[config.mk]
export PLATFORM = sky130hd
export DESIGN_NAME = multitouch_contact_tracker_unit
export DESIGN_NICKNAME = d
export VERILOG_FILES = /design/src/rtl/mct_pkg.sv /design/src/rtl/multitouch_contact_tracker_unit.sv /design/src/rtl/mct_cmp.sv /design/src/rtl/mct_evq.sv
export SDC_FILE = /design/constraint.sdc
export NUM_CORES = 1
export LEC_CHECK = 0
export BUFFER_PORTS_ARGS = -buffer_cell sky130_fd_sc_hd__clkbuf_2
export CORE_MARGIN = 3
export CORE_UTILIZATION = 28
export DETAILED_ROUTE_END_ITERATION = 6
export PLACE_DENSITY = 0.44
export SETUP_SLACK_MARGIN = 0.4
export SLEW_MARGIN = 40
export SYNTH_ARGS = -nofsm -noshare
export SYNTH_HDL_FRONTEND = slang
export SYNTH_SLANG_ARGS = --single-unit
[constraint.sdc]
create_clock -name i_clk -period 14 [get_ports i_clk]
set_input_delay 2.1 -clock i_clk [delete_from_list [all_inputs] [get_ports i_clk]]
set_output_delay 2.1 -clock i_clk [all_outputs]
set_load 0.02 [all_outputs]
[src/rtl/mct_pkg.sv]
// ----------------------------------------------------------------------------
// Multitouch contact tracker package
// Shared widths, defaults and the structures that pass between the
// sequencer, the compare unit and the event output stage.
// ----------------------------------------------------------------------------
package mct_pkg;

    localparam int MAX_SLOTS_DEF = 8;
    localparam int CFG_W         = 4;
    localparam int ID_W          = 16;
    localparam int POS_W         = 16;
    localparam int STAMP_W       = 32;
    localparam int ID_LOW_W      = 8;
    localparam int CNT_OUT_W     = 4;

    localparam logic [CFG_W-1:0] MAX_POINTS_RST = 4'd8;

    typedef struct packed {
        logic        [ID_W-1:0]  id_a;
        logic        [ID_W-1:0]  id_b;
        logic signed [POS_W-1:0] x_a;
        logic signed [POS_W-1:0] x_b;
        logic signed [POS_W-1:0] y_a;
        logic signed [POS_W-1:0] y_b;
    } t_cmp_req;

    typedef struct packed {
        logic id_eq;
        logic pos_ne;
    } t_cmp_rsp;

    typedef struct packed {
        logic signed [POS_W-1:0]     x;
        logic signed [POS_W-1:0]     y;
        logic                        pressed;
        logic        [ID_LOW_W-1:0]  id;
        logic        [STAMP_W-1:0]   stamp;
        logic        [CNT_OUT_W-1:0] count;
    } t_event;

endpackage

[src/rtl/multitouch_contact_tracker_unit.sv]
// ----------------------------------------------------------------------------
// Multitouch contact tracker
// Collects one frame of touch samples and, at frame end, emits pressed and
// released events against the contacts held from the previous frame.
//
// A request is taken at a rising edge with i_start high and o_busy low.
// A request without i_frame_end only stores its sample (if any and if the
// frame is below the max_points limit); o_busy stays low. A request with
// i_frame_end raises o_busy while one shared compare unit walks the tables,
// one pair per cycle. Each event appears on the o_ev_* ports for one cycle
// with o_strobe; o_last marks the frame's final event, which leaves in the
// same cycle that o_busy falls. The receiver cannot stall.
// i_cfg_we writes max_points; the user must write it only while the block
// is idle, since the block itself does not enforce this.
// Reset clears the contact and sample counts and sets max_points to 8.
// ----------------------------------------------------------------------------
module multitouch_contact_tracker_unit
    import mct_pkg::*;
#(
    parameter int MAX_SLOTS = MAX_SLOTS_DEF
) (
    input  logic                       i_clk,
    input  logic                       i_rst_n,
    input  logic                       i_start,
    output logic                       o_busy,
    input  logic                       i_has_touch,
    input  logic        [ID_W-1:0]     i_touch_id,
    input  logic signed [POS_W-1:0]    i_pos_x,
    input  logic signed [POS_W-1:0]    i_pos_y,
    input  logic                       i_frame_end,
    input  logic        [STAMP_W-1:0]  i_stamp,
    input  logic                       i_cfg_we,
    input  logic        [CFG_W-1:0]    i_cfg_wdata,
    output logic                       o_strobe,
    output logic signed [POS_W-1:0]    o_ev_x,
    output logic signed [POS_W-1:0]    o_ev_y,
    output logic                       o_pressed,
    output logic        [ID_LOW_W-1:0] o_ev_id,
    output logic        [STAMP_W-1:0]  o_ev_stamp,
    output logic        [CNT_OUT_W-1:0] o_active_count,
    output logic                       o_last
);

    localparam int CW = $clog2(MAX_SLOTS + 1);
    localparam int IW = (MAX_SLOTS > 1) ? $clog2(MAX_SLOTS) : 1;
    localparam int LW = (CW > CFG_W) ? CW : CFG_W;

    typedef enum logic [5:0] {
        S_IDLE  = 6'b000001,
        S_SURV  = 6'b000010,
        S_NEWID = 6'b000100,
        S_PRESS = 6'b001000,
        S_REL   = 6'b010000,
        S_DONE  = 6'b100000
    } t_state;

    t_state r_state, n_state;

    logic [CFG_W-1:0] r_cfg_max;
    logic [CW-1:0]    r_prev_cnt, r_frame_cnt;
    logic [CW-1:0]    r_n, n_n, r_i, n_i, r_j, n_j;
    logic             r_changed, n_changed;
    logic [STAMP_W-1:0] r_stamp;

    logic        [ID_W-1:0]  r_prev_id  [MAX_SLOTS];
    logic signed [POS_W-1:0] r_prev_x   [MAX_SLOTS];
    logic signed [POS_W-1:0] r_prev_y   [MAX_SLOTS];
    logic        [ID_W-1:0]  r_frame_id [MAX_SLOTS];
    logic signed [POS_W-1:0] r_frame_x  [MAX_SLOTS];
    logic signed [POS_W-1:0] r_frame_y  [MAX_SLOTS];
    logic        [ID_W-1:0]  r_new_id   [MAX_SLOTS];
    logic signed [POS_W-1:0] r_new_x    [MAX_SLOTS];
    logic signed [POS_W-1:0] r_new_y    [MAX_SLOTS];
    logic [MAX_SLOTS-1:0]    r_dirty;
    logic [MAX_SLOTS-1:0]    r_vanish;

    logic [IW-1:0] w_ii, w_jj, w_nn, w_fc;
    logic [LW-1:0] w_limit;
    logic          w_accept, w_sample;
    t_cmp_req      w_req;
    t_cmp_rsp      w_rsp;
    logic          w_new_wr, w_new_dirty, w_van_set, w_van_clr;
    logic          w_push, w_flush, w_done;
    t_event        w_ev, w_out_ev;

    assign w_ii = r_i[IW-1:0];
    assign w_jj = r_j[IW-1:0];
    assign w_nn = r_n[IW-1:0];
    assign w_fc = r_frame_cnt[IW-1:0];

    assign w_limit  = (LW'(r_cfg_max) > LW'(MAX_SLOTS)) ? LW'(MAX_SLOTS) : LW'(r_cfg_max);
    assign o_busy   = (r_state != S_IDLE);
    assign w_accept = i_start && !o_busy;
    assign w_sample = w_accept && i_has_touch && (LW'(r_frame_cnt) < w_limit);

    always_comb begin
        w_req.id_a = (r_state == S_NEWID) ? r_new_id[w_ii] : r_prev_id[w_ii];
        w_req.id_b = r_frame_id[w_jj];
        w_req.x_a  = r_prev_x[w_ii];
        w_req.x_b  = r_frame_x[w_jj];
        w_req.y_a  = r_prev_y[w_ii];
        w_req.y_b  = r_frame_y[w_jj];
    end

    mct_cmp u_cmp (
        .i_req (w_req),
        .o_rsp (w_rsp)
    );

    always_comb begin
        n_state     = r_state;
        n_i         = r_i;
        n_j         = r_j;
        n_n         = r_n;
        n_changed   = r_changed;
        w_new_wr    = 1'b0;
        w_new_dirty = 1'b1;
        w_van_set   = 1'b0;
        w_van_clr   = 1'b0;
        w_push      = 1'b0;
        w_flush     = 1'b0;
        w_done      = 1'b0;
        w_ev.x       = r_new_x[w_ii];
        w_ev.y       = r_new_y[w_ii];
        w_ev.pressed = 1'b1;
        w_ev.id      = r_new_id[w_ii][ID_LOW_W-1:0];
        w_ev.stamp   = r_stamp;
        w_ev.count   = CNT_OUT_W'(r_n);
        case (r_state)
            S_IDLE: begin
                if (w_accept && i_frame_end) begin
                    n_state = S_SURV;
                    n_i     = '0;
                    n_j     = '0;
                    n_n     = '0;
                end
            end
            S_SURV: begin
                if (r_i == r_prev_cnt) begin
                    n_state = S_NEWID;
                    n_i     = '0;
                    n_j     = '0;
                end else if (r_j == r_frame_cnt) begin
                    w_van_set = 1'b1;
                    n_i       = r_i + 1'b1;
                    n_j       = '0;
                end else if (w_rsp.id_eq) begin
                    w_new_wr    = 1'b1;
                    w_new_dirty = w_rsp.pos_ne;
                    w_van_clr   = 1'b1;
                    n_n         = r_n + 1'b1;
                    n_i         = r_i + 1'b1;
                    n_j         = '0;
                end else begin
                    n_j = r_j + 1'b1;
                end
            end
            S_NEWID: begin
                if (r_j == r_frame_cnt) begin
                    n_state   = S_PRESS;
                    n_i       = '0;
                    n_changed = (r_n != r_prev_cnt);
                end else if (r_i == r_n) begin
                    w_new_wr = 1'b1;
                    n_n      = r_n + 1'b1;
                    n_j      = r_j + 1'b1;
                    n_i      = '0;
                end else if (w_rsp.id_eq) begin
                    n_j = r_j + 1'b1;
                    n_i = '0;
                end else begin
                    n_i = r_i + 1'b1;
                end
            end
            S_PRESS: begin
                if (r_i == r_n) begin
                    n_state = S_REL;
                    n_j     = '0;
                end else begin
                    w_push = r_changed || r_dirty[w_ii];
                    n_i    = r_i + 1'b1;
                end
            end
            S_REL: begin
                w_ev.x       = r_prev_x[w_jj];
                w_ev.y       = r_prev_y[w_jj];
                w_ev.pressed = 1'b0;
                w_ev.id      = r_prev_id[w_jj][ID_LOW_W-1:0];
                if (r_j == r_prev_cnt) begin
                    n_state = S_DONE;
                end else begin
                    w_push = r_vanish[w_jj];
                    n_j    = r_j + 1'b1;
                end
            end
            S_DONE: begin
                w_flush = 1'b1;
                w_done  = 1'b1;
                n_state = S_IDLE;
            end
            default: begin
                n_state = S_IDLE;
            end
        endcase
    end

    always_ff @(posedge i_clk) begin
        if (!i_rst_n) begin
            r_state     <= S_IDLE;
            r_cfg_max   <= MAX_POINTS_RST;
            r_prev_cnt  <= '0;
            r_frame_cnt <= '0;
            r_n         <= '0;
            r_i         <= '0;
            r_j         <= '0;
            r_changed   <= 1'b0;
        end else begin
            r_state   <= n_state;
            r_n       <= n_n;
            r_i       <= n_i;
            r_j       <= n_j;
            r_changed <= n_changed;
            if (i_cfg_we) begin
                r_cfg_max <= i_cfg_wdata;
            end
            if (w_done) begin
                r_frame_cnt <= '0;
                r_prev_cnt  <= r_n;
            end else if (w_sample) begin
                r_frame_cnt <= r_frame_cnt + 1'b1;
            end
        end
    end

    always_ff @(posedge i_clk) begin
        if (w_accept && i_frame_end) begin
            r_stamp <= i_stamp;
        end
        if (w_sample) begin
            r_frame_id[w_fc] <= i_touch_id;
            r_frame_x[w_fc]  <= i_pos_x;
            r_frame_y[w_fc]  <= i_pos_y;
        end
        if (w_new_wr) begin
            r_new_id[w_nn] <= r_frame_id[w_jj];
            r_new_x[w_nn]  <= r_frame_x[w_jj];
            r_new_y[w_nn]  <= r_frame_y[w_jj];
            r_dirty[w_nn]  <= w_new_dirty;
        end
        if (w_van_set) begin
            r_vanish[w_ii] <= 1'b1;
        end else if (w_van_clr) begin
            r_vanish[w_ii] <= 1'b0;
        end
        if (w_done) begin
            for (int k = 0; k < MAX_SLOTS; k++) begin
                r_prev_id[k] <= r_new_id[k];
                r_prev_x[k]  <= r_new_x[k];
                r_prev_y[k]  <= r_new_y[k];
            end
        end
    end

    mct_evq u_evq (
        .i_clk    (i_clk),
        .i_rst_n  (i_rst_n),
        .i_push   (w_push),
        .i_ev     (w_ev),
        .i_flush  (w_flush),
        .o_strobe (o_strobe),
        .o_ev     (w_out_ev),
        .o_last   (o_last)
    );

    assign o_ev_x         = w_out_ev.x;
    assign o_ev_y         = w_out_ev.y;
    assign o_pressed      = w_out_ev.pressed;
    assign o_ev_id        = w_out_ev.id;
    assign o_ev_stamp     = w_out_ev.stamp;
    assign o_active_count = w_out_ev.count;

    a_frame_end_starts: assert property (@(posedge i_clk) disable iff (!i_rst_n)
        (w_accept && i_frame_end) |=> (r_state == S_SURV))
        else $error("frame end request did not start the table walk");

    a_done_to_idle: assert property (@(posedge i_clk) disable iff (!i_rst_n)
        (r_state == S_DONE) |=> ((r_state == S_IDLE) && (r_frame_cnt == '0)))
        else $error("frame not closed after the event pass");

    a_new_count_bound: assert property (@(posedge i_clk) disable iff (!i_rst_n)
        (r_n <= CW'(MAX_SLOTS)) && (r_frame_cnt <= CW'(MAX_SLOTS)))
        else $error("contact count beyond slot capacity");

endmodule

[src/rtl/mct_cmp.sv]
// ----------------------------------------------------------------------------
// Contact compare unit
// Compares one pair of contact ids and the two positions that go with them.
// The sequencer time-shares it over every pair it has to test.
// ----------------------------------------------------------------------------
module mct_cmp
    import mct_pkg::*;
(
    input  t_cmp_req i_req,
    output t_cmp_rsp o_rsp
);

    assign o_rsp.id_eq  = (i_req.id_a == i_req.id_b);
    assign o_rsp.pos_ne = (i_req.x_a != i_req.x_b) || (i_req.y_a != i_req.y_b);

endmodule

[src/rtl/mct_evq.sv]
// ----------------------------------------------------------------------------
// Event output stage
// Holds the newest event back by one so that the final event of a frame
// can be marked, and drives the registered result ports.
// ----------------------------------------------------------------------------
module mct_evq
    import mct_pkg::*;
(
    input  logic   i_clk,
    input  logic   i_rst_n,
    input  logic   i_push,
    input  t_event i_ev,
    input  logic   i_flush,
    output logic   o_strobe,
    output t_event o_ev,
    output logic   o_last
);

    logic   r_hold_vld;
    t_event r_hold;
    logic   r_out_vld;
    t_event r_out_ev;
    logic   r_out_last;

    always_ff @(posedge i_clk) begin
        if (!i_rst_n) begin
            r_hold_vld <= 1'b0;
            r_out_vld  <= 1'b0;
        end else begin
            r_out_vld <= (i_push || i_flush) && r_hold_vld;
            if (i_push) begin
                r_hold_vld <= 1'b1;
            end else if (i_flush) begin
                r_hold_vld <= 1'b0;
            end
        end
    end

    always_ff @(posedge i_clk) begin
        if (i_push || i_flush) begin
            r_out_ev   <= r_hold;
            r_out_last <= i_flush;
        end
        if (i_push) begin
            r_hold <= i_ev;
        end
    end

    assign o_strobe = r_out_vld;
    assign o_ev     = r_out_ev;
    assign o_last   = r_out_last;

    a_push_flush_excl: assert property (@(posedge i_clk) disable iff (!i_rst_n)
        i_push |-> !i_flush)
        else $error("event push and flush in the same cycle");

    a_flush_marks_last: assert property (@(posedge i_clk) disable iff (!i_rst_n)
        (i_flush && r_hold_vld) |=> (o_strobe && o_last))
        else $error("held event not released as last on flush");

    a_strobe_from_hold: assert property (@(posedge i_clk) disable iff (!i_rst_n)
        o_strobe |-> $past(r_hold_vld))
        else $error("event strobe without a held event");

endmodule
==> results of run 1 <==
flip-flops by register name (all words and copies together), names as in the netlist, 6 cells and up, named ones only:
| name | cells |
|---|---|
| r_new_id | 128 |
| r_dirty | 8 |
| r_new_x | 128 |
| r_prev_x | 128 |
| r_frame_id | 128 |
| r_frame_x | 128 |
| r_prev_y | 128 |
| u_evq.o_ev | 77 |
| r_frame_y | 128 |
| r_stamp | 32 |
| r_new_y | 128 |
| r_state | 6 |
| u_evq.r_hold | 77 |
| r_prev_id | 128 |
synthesized netlist by cell type (39+ instances only):
cell type	n	area, sq um
a21oi_1	48	240
nor2b_1	40	250
buf_2	41	205
mux2i_1	99	991
a211oi_1	49	368
dfxtp_1	39	781
xnor2_1	56	490
clkbuf_1	64	240
mux2_2	40	450
nor2_1	42	158
mux4_2	342	7700
edfxtp_1	1355	40700
kinds of logic (layout without fill, tap and decap cells):
logic type / count (synthesis) / in the layout
mux: 511 / 511
compound gates: 150 / 150
buf+inv: 166 / 537
fa+ha+maj: 7 / 7
simple gates: 241 / 241
flops: 1394 / 1394
other cells: 0 / 6
xor+xnor: 65 / 65
cell type report:
cell class | instances | area [sq um] | area share [%]
repair buffers | 226 | 1530 | 2.38
multi-input cells | 974 | 13100 | 20.3
diodes | 6 | 15.0 | 0.0233
flip-flops and latches | 1394 | 41500 | 64.4
clock buffers | 191 | 4160 | 6.46
inverters | 27 | 120 | 0.186
clock inverters | 93 | 731 | 1.13
well taps | 2624 | 3280 | 5.10
metal layers:
layer | vias to the layer above | wire, um | part of all wire (%) | GRT usage (%)
li1 | 11200 | - | - | -
met1 | 13800 | 56300 | 42 | 16.6
met2 | 570 | 68200 | 51 | 22.8
met3 | 199 | 6720 | 5.0 | 2.77
met4 | 6 | 3410 | 2.5 | 4.16
met5 | - | 45 | 0.033 | 0
critical path, stage by stage, from the launching register on:
cell	delay, ps
dfxtp_4	750
buf_4	670
buf_12	610
mux4_2	580
and3_1	190
a211oi_1	330
or3_1	170
nand4_1	150
or4_4	590
o32ai_2	480
nand2b_2	250
nor2_4	540
buf_4	760
per-stage QoR:
| step | total power [W] | util, % | hold WS (ps) | std cells |
|---|---|---|---|---|
| floorplan | 0.00470 | - | 400 | 2534 |
| global placement | 0.00476 | 30.3 | 402 | 5235 |
| detailed placement | 0.00477 | 30.4 | 405 | 5241 |
| CTS | 0.00871 | 32.9 | 393 | 5525 |
| global route | 0.00890 | 33.0 | 410 | 5529 |
| finish | 0.00857 | 33.0 | 407 | 5535 |
report_power, final:
part	leakage [nW]	switching [W]	internal, W
clock network	2.38	0.00166	0.00223
registers	12.5	0.00000530	0.00456
logic	5.04	0.0000794	0.0000320
total	19.9	0.00174	0.00683
worst paths after layout:
check                                                start                  endpoint  slack, ps  cells past startpoint
worst min-delay path            u_evq.r_hold[40]$_DFFE_PP_  u_evq.o_ev[40]$_DFFE_PN_        410                      0
worst max-delay path                                  flop  r_new_y[3][14]$_DFFE_PP_       7410                     12
worst max register to register                        flop  r_new_y[3][14]$_DFFE_PP_       7410                     12
worst min register to register  u_evq.r_hold[40]$_DFFE_PP_  u_evq.o_ev[40]$_DFFE_PN_        410                      0
==> flow_metrics.tcl, run 1 <==
set metrics [dict create \
    synth_edf_count 1355 \
    grt_setup_unrepaired "no" \
    synth.distinct_cells 63 \
    routedWlPerCell_um 24.3 \
    final_period_utilization_pct 47.1 \
    crit_type "flop to flop" \
    synth.net_count 2631 \
    ys_seq_elements 1394 \
    drv.max_cap_violation_count 0 \
    gp_routability_congestion 0.747 \
    floorplan.core_area_sq_um 195000 \
    worstSkewPairLatency_ps 790 \
    avgSynthCellArea_sq_um 21.8 \
    cellPowerDensity_nw_per_um2 133 \
    synthAdderAreaFrac_pct 0.159 \
    synth_top_family_by_area "multiplexers" \
    finalHoldViolCount 0 \
    synthXorXnorAreaFrac_pct 1.03 \
    crit_path_max_fanout 74 \
    port_buffers 169 \
    detail_route.iter0.violations 1887 \
    setup_viol 0 \
    timing.critical_path.from_type "flop" \
    grt_pass1_vias 28100 \
    layout_setup_ws_ps 7410 \
    grt.total_usage_pct 13.2 \
    max-slew-margin-rel_pct 38.7 \
    pre_antenna_drt_iters 5 \
    compound_gate_fraction_of_synth_area_pct 1.87 \
    clkSlewWorstSetupHoldPaths_ps 60 \
    chipHeight_um 450 \
    synth_flop_cell "edfxtp_1" \
    yosys-mux-area-fraction_pct 18.0 \
    outcome "finished, final reports clean" \
    syn-instance-count 2534 \
    worst_ir_drop_vdd_mv 0.109 \
    initial_antenna_violation_count 15 \
    preCtsSetupSlack_ps 7150 \
    die-area_sq_um 202000 \
    drc 0 \
    synth.yosys.warnings 0 \
    post_synthesis_simple_gate_area_fraction_pct 2.41 \
    end_kind "flop" \
    cts-hold-fix-buffers 0 \
    drtAntennaViolNets 0 \
    cts.repair_timing.setup_buffer_count 0 \
    cts_made_buffers 157 \
    routed_wirelength_mm 135 \
    fill_cells 18500 \
    dp_hpwl_mm 80.6 \
    most_common_library_cell_in_the_layout_ignoring_fill_and_taps "edfxtp_1" \
    vias_per_cell 4.66 \
    htreeDepth 4 \
    design.final.nets 2877 \
    io_pins 170 \
    fp.dieW_um 450 \
    synth_async_sr_flop_share_pct 0 \
    placedInstanceArea_sq_um 59400 \
    most-common-layout-cells "edfxtp_1 (1355), mux4_2 (342), clkbuf_2 (169), clkbuf_16 (162), mux2i_1 (99)" \
    root_buffer "clkbuf_16" \
    share_of_post_route_cells_with_drive_strength_above_1_pct 29.8 \
    post-route-cell-area_sq_um 64400 \
    dr_total_vias 25800 \
    grt_pass1_wl_mm 196 \
    cellLeakagePower_nw 19.9 \
    layout_min_cycle_time_ps 6590 \
    worst_ep_required_time_ps 14390 \
    timing.setup.tns_ps 0 \
    timing.critical_path.arrival_ps 6980 \
    tightest_slew_ps 894 \
    cts.sinks 1394 \
    clock_tree_from_tritoncts "yes" \
    clk_path_buf_depth 3 \
    ys_seq_area_share_pct 75.1 \
    floorplan.rows 162 \
    start_util_pct 28.2 \
    timing_max_transition_violations_final 0 \
    grt_overflow_total 0 \
    postCtsResizedCells 0 \
    mappedNetlistArea_sq_um 55200 \
    grt_start_max_net_pins 139 \
    timing.clock.skew_ps 34.3 \
    area_delta_synth_final_pct 16.7 \
    achievable-frequency_ghz 0.152 \
    holdCritPathClass "flop to flop" \
]
No activity file was read; power rests on OpenSTA's default activity.
==> run 2, diff against run 1 <==
PLACE_DENSITY = 0.46   (was 0.44)
clock period = 5.5 ns   (was 14 ns; I/O delays follow)
==> run 2 against run 1 <==
Net effect:
- sequential cell count stayed put
- sequential share of layout area is 0.20 points lower
- die area stayed put
- clock skew is 3.4 ps lower
- register-to-register slack worse by 6700 ps
- sequential power grew to 2.5 times the previous value
- first-iteration DRC count is 2.5% higher
- hold slack worse by 180 ps
- largest cell class unchanged
- highest routed layer unchanged
==> flow_metrics.tcl, run 2 (synthesis gave the netlist of run 1 again) <==
set metrics [dict create \
    outcome "finished, final reports clean" \
    grt_pass1_wl_mm 193 \
    design.final.nets 2890 \
    initial_antenna_violation_count 14 \
    worst_ir_drop_vdd_mv 0.217 \
    routed_wirelength_mm 132 \
    dr_total_vias 25700 \
    grt_pass1_vias 27900 \
    grt_start_max_net_pins 105 \
    worstSkewPairLatency_ps 790 \
    cts.repair_timing.setup_buffer_count 0 \
    tightest_slew_ps 872 \
    gp_routability_congestion 0.755 \
    timing_max_transition_violations_final 0 \
    final_core_utilization_pct 33.1 \
    routedWlPerCell_um 23.7 \
    io_pins 170 \
    floorplan.core_area_sq_um 195000 \
    grt.total_usage_pct 13.0 \
    root_buffer "clkbuf_16" \
    drtAntennaViolNets 0 \
    cts-hold-fix-buffers 0 \
    detail_route.iter0.violations 1934 \
    floorplan.rows 162 \
    setup_viol 0 \
    numPlacedInstances 5263 \
    cellLeakagePower_nw 20.0 \
    drc 0 \
    grt_overflow_total 0 \
    clock_tree_from_tritoncts "yes" \
    chipHeight_um 450 \
    finish.cell_count_without_fillers 5550 \
    timing.clock.skew_ps 30.9 \
    finalHoldViolCount 0 \
    cts_made_buffers 152 \
    die-area_sq_um 202000 \
    crit_path_max_fanout 63 \
    clk_path_buf_depth 3 \
    min-delay-start "i_stamp[8]" \
    worst_ep_required_time_ps 5910 \
    end_kind "flop" \
    final_period_utilization_pct 87.5 \
    clkSlewWorstSetupHoldPaths_ps 60 \
    drv.max_cap_violation_count 0 \
    cellPowerDensity_nw_per_um2 337 \
    grt_setup_unrepaired "no" \
    start_util_pct 28.2 \
    vias_per_cell 4.63 \
    fp.dieW_um 450 \
    area_delta_synth_final_pct 17.1 \
    htreeDepth 4 \
    timing.critical_path.arrival_ps 5220 \
    timing.critical_path.from_type "flop" \
    crit_type "flop to flop" \
    pre_antenna_drt_iters 5 \
    layout_min_cycle_time_ps 4810 \
    postCtsResizedCells 0 \
    most-common-layout-cells "edfxtp_1 (1355), mux4_2 (342), clkbuf_2 (169), clkbuf_16 (155), mux2i_1 (99)" \
    cts.sinks 1394 \
    dp_hpwl_mm 79.5 \
    achievable-frequency_ghz 0.208 \
    port_buffers 169 \
    max-slew-margin-rel_pct 41.9 \
    most_common_library_cell_in_the_layout_ignoring_fill_and_taps "edfxtp_1" \
    share_of_post_route_cells_with_drive_strength_above_1_pct 30.0 \
    holdCritPathClass "primary input to flop" \
]
==> run 2: area by class of cell <==
type | instances | area (sq um)
Antenna cell | 8 | 20.0
Timing Repair Buffer | 244 | 1760
Fill cell | 18400 | 131000
Clock buffer | 189 | 4020
Multi-Input combinational cell | 974 | 13100
Clock inverter | 90 | 825
Inverter | 27 | 114
Sequential cell | 1394 | 41500
Tap cell | 2624 | 3280
==> run 2: worst max-delay path, stage by stage (launching register included) <==
cell     delay (ps)
dfxtp_4         530
buf_12          480
mux4_2          580
mux2i_1         170
inv_1           180
xnor2_1         390
nand4_1         320
or2_2           430
o32ai_2         380
nand2_2         220
nor3_4          210
buf_12          410
==> run 2: final timing paths <==
kind,endpoint,slack (ps),cells after the start
max,r_new_x[4][4]$_DFFE_PP_,690,11
min,r_stamp[8]$_DFFE_PP_,230,1
max reg2reg,r_new_x[4][4]$_DFFE_PP_,690,11
min reg2reg,u_evq.o_ev[76]$_DFFE_PN_,400,0
==> run 2: through the flow <==
step	power (W)	TNS, ps	hold slack (ps)	worst slack (ps)	instance area, sq um
3_5_place_dp	0.0121	0	405	626	59800
5_1_grt	0.0225	0	163	409	64600
3_3_place_gp	0.0121	0	402	658	59700
6_report	0.0218	0	227	689	64600
4_1_cts	0.0221	0	137	626	64600
2_1_floorplan	0.0120	-609230	400	-1580	55300
==> run 2: where the power goes <==
group | switching [W] | internal (W)
Combinational | 0.000201 | 0.0000851
Clock | 0.00416 | 0.00569
Sequential | 0.0000137 | 0.0116
Total | 0.00437 | 0.0174
==> run 2: metal layers <==
metal  track usage (%)  wire, um  vias up
met5                 0        69        -
met4              4.06      3170       10
met3              2.73      6100      194
met2              22.5     67500      527
met1              16.2     54900    13700
li1                  -         -    11200
==> run 3, diff against run 2 <==
BUFFER_PORTS_ARGS = -buffer_cell sky130_fd_sc_hd__buf_4   (was -buffer_cell sky130_fd_sc_hd__clkbuf_2)
GPL_TIMING_DRIVEN = 0   (was default)
==> run 3 against run 2 <==
Net effect:
- routed wire length rose by 9.0%
- critical path depth rose by 7
- clock power barely moved
- total power rose by 1.1%
- critical endpoint is now r_new_x[3][4]$_DFFE_PP_
- maximum frequency fell by 2.2%
- sequential cell count did not move
- first-iteration DRC count rose by 1.9%
- final area rose by 4.2%
- register-to-register slack got worse by 110 ps
- clock skew rose by 2.9 ps
- highest routed layer unchanged
==> flow_metrics.tcl, run 3 (synthesis gave the netlist of run 1 again) <==
set metrics [dict create \
    outcome "finished, final reports clean" \
    drtAntennaViolNets 0 \
    cts_made_buffers 152 \
    setup_viol 0 \
    final_period_utilization_pct 89.4 \
    finalHoldViolCount 0 \
    drv.max_cap_violation_count 0 \
    grt_overflow_total 0 \
    area_delta_synth_final_pct 22.1 \
    crit_type "flop to flop" \
    root_buffer "clkbuf_16" \
    most-common-layout-cells "edfxtp_1 (1355), mux4_2 (342), buf_4 (190), clkbuf_16 (154), mux2i_1 (93)" \
    drc 0 \
    achievable-frequency_ghz 0.203 \
    chipHeight_um 450 \
    tightest_slew_ps 835 \
    timing.critical_path.from_type "flop" \
    grt_pass1_vias 28100 \
    pre_antenna_drt_iters 5 \
    cellLeakagePower_nw 21.3 \
    dp_hpwl_mm 99.1 \
    routed_wirelength_mm 144 \
    power.sequential.fraction_pct 52.9 \
    grt_setup_unrepaired "no" \
    grt_start_max_net_pins 44 \
    initial_antenna_violation_count 12 \
    floorplan.rows 162 \
    io_pins 170 \
    die-area_sq_um 202000 \
    crit_path_max_fanout 11 \
    dr_total_vias 26500 \
    worstSkewPairLatency_ps 790 \
    timing_max_transition_violations_final 0 \
    vias_per_cell 4.63 \
    start_util_pct 28.2 \
    combPwrFrac_pct 1.5 \
    design.final.nets 3071 \
    gp_routability_congestion 0.732 \
    power.switching_fraction_pct 20.3 \
    worst_ep_required_time_ps 5980 \
    htreeDepth 4 \
    cellPowerDensity_nw_per_um2 327 \
    fp.dieW_um 450 \
    p_int_w 0.0175 \
    share_of_post_route_cells_with_drive_strength_above_1_pct 34.1 \
    end_kind "flop" \
    preCtsSetupSlack_ps -775 \
    max-slew-margin-rel_pct 44.3 \
    detail_route.iter0.violations 1971 \
    clkSlewWorstSetupHoldPaths_ps 60 \
    finalPower_w 0.0220 \
    clock_tree_from_tritoncts "yes" \
    fraction_of_power_consumed_by_the_clock_network_pct 45.7 \
    routedWlPerCell_um 25.1 \
    timing.clock.skew_ps 33.8 \
    floorplan.core_area_sq_um 195000 \
    power.net_switching_w 0.00448 \
    timing.hold.ws_ps 213 \
    cts.sinks 1394 \
    timing.setup.tns_ps 0 \
    numPlacedInstances 5438 \
    grt_pass1_wl_mm 207 \
    layout_setup_ws_ps 583 \
    layout_min_cycle_time_ps 4920 \
    worst_ir_drop_vdd_mv 0.310 \
    clk_path_buf_depth 3 \
    finish.cell_count_without_fillers 5732 \
    grt.total_usage_pct 14.1 \
    holdCritPathClass "primary input to flop" \
    timing.critical_path.arrival_ps 5400 \
    port_buffers 168 \
    cts-hold-fix-buffers 0 \
    most_common_library_cell_in_the_layout_ignoring_fill_and_taps "edfxtp_1" \
]
==> run 3: cell types whose count changed in the layout (fill, tap and decap cells not counted), sizes merged <==
cell      change
buf         +282
clkbuf      -113
inv           +6
clkinvlp      +4
bufinv        +3
clkinv        +1
diode         -1
==> run 3: power by group through the flow <==
| stage | Combinational (W) | Sequential (W) | Clock (W) |
|---|---|---|---|
| global route | 0.000358 | 0.0116 | 0.0108 |
| finish | 0.000327 | 0.0116 | 0.0100 |
| global placement | 0.000299 | 0.0119 | 0 |
| floorplan | 0.000128 | 0.0118 | 0 |
| CTS | 0.000331 | 0.0116 | 0.0103 |
| detailed placement | 0.000325 | 0.0118 | 0 |
==> run 3: critical path: stages (launching register included) <==
cell and delay, ps:
dfxtp_1 330, buf_6 140, buf_12 150, buf_12 150, mux4_2 530, mux2i_4 270, inv_1 220, xnor2_1 210
nand4_1 210, or4_4 630, o32ai_4 390, nand2b_4 160, nor2_4 160, buf_16 170, buf_8 170, buf_16 170
buf_16 160, buf_8 170, buf_16 160
==> run 3: layer usage <==
metal	vias to the layer above	GRT usage, %	wire length (um)
li1	11600	-	-
met1	14200	18.7	62900
met2	515	23.8	71600
met3	176	2.71	6220
met4	8	3.82	2910
met5	-	0	55
==> run 3: per-stage QoR <==
stage                     cell area (sq um)  util (%)
final                                 67400      34.5
after global routing                  67400      34.5
after CTS                             67300      34.4
after detailed placement              62200      31.8
after global placement                59800      30.6
after floorplan                       55300         -
==> run 3: worst paths after layout <==
path,start,end,slack [ps],depth (start not counted)
max reg2reg,flop,r_new_x[3][4]$_DFFE_PP_,580,18
min reg2reg,u_evq.r_hold[2]$_DFFE_PP_,u_evq.o_ev[2]$_DFFE_PN_,410,0
max,flop,r_new_x[3][4]$_DFFE_PP_,580,18
min,i_stamp[1],r_stamp[1]$_DFFE_PP_,210,1
==> run 3: final cells by class <==
class	instances	area, sq um
timing repair buffer	286	3510
clock inverter	104	975
antenna	7	17.5
buffer	139	833
sequential	1394	41500
clock buffer	177	3940
tap	2624	3280
multi-input combinational	974	13200
inverter	27	114
fill	18300	128000
==> run 3: what timing repair did <==
action / 4_1_cts / 5_1_grt
endpoints found under the setup margin: 416 / 51
resized for setup: 45 / 21
setup buffers: 5 / 1
pin swaps: 5 / 2
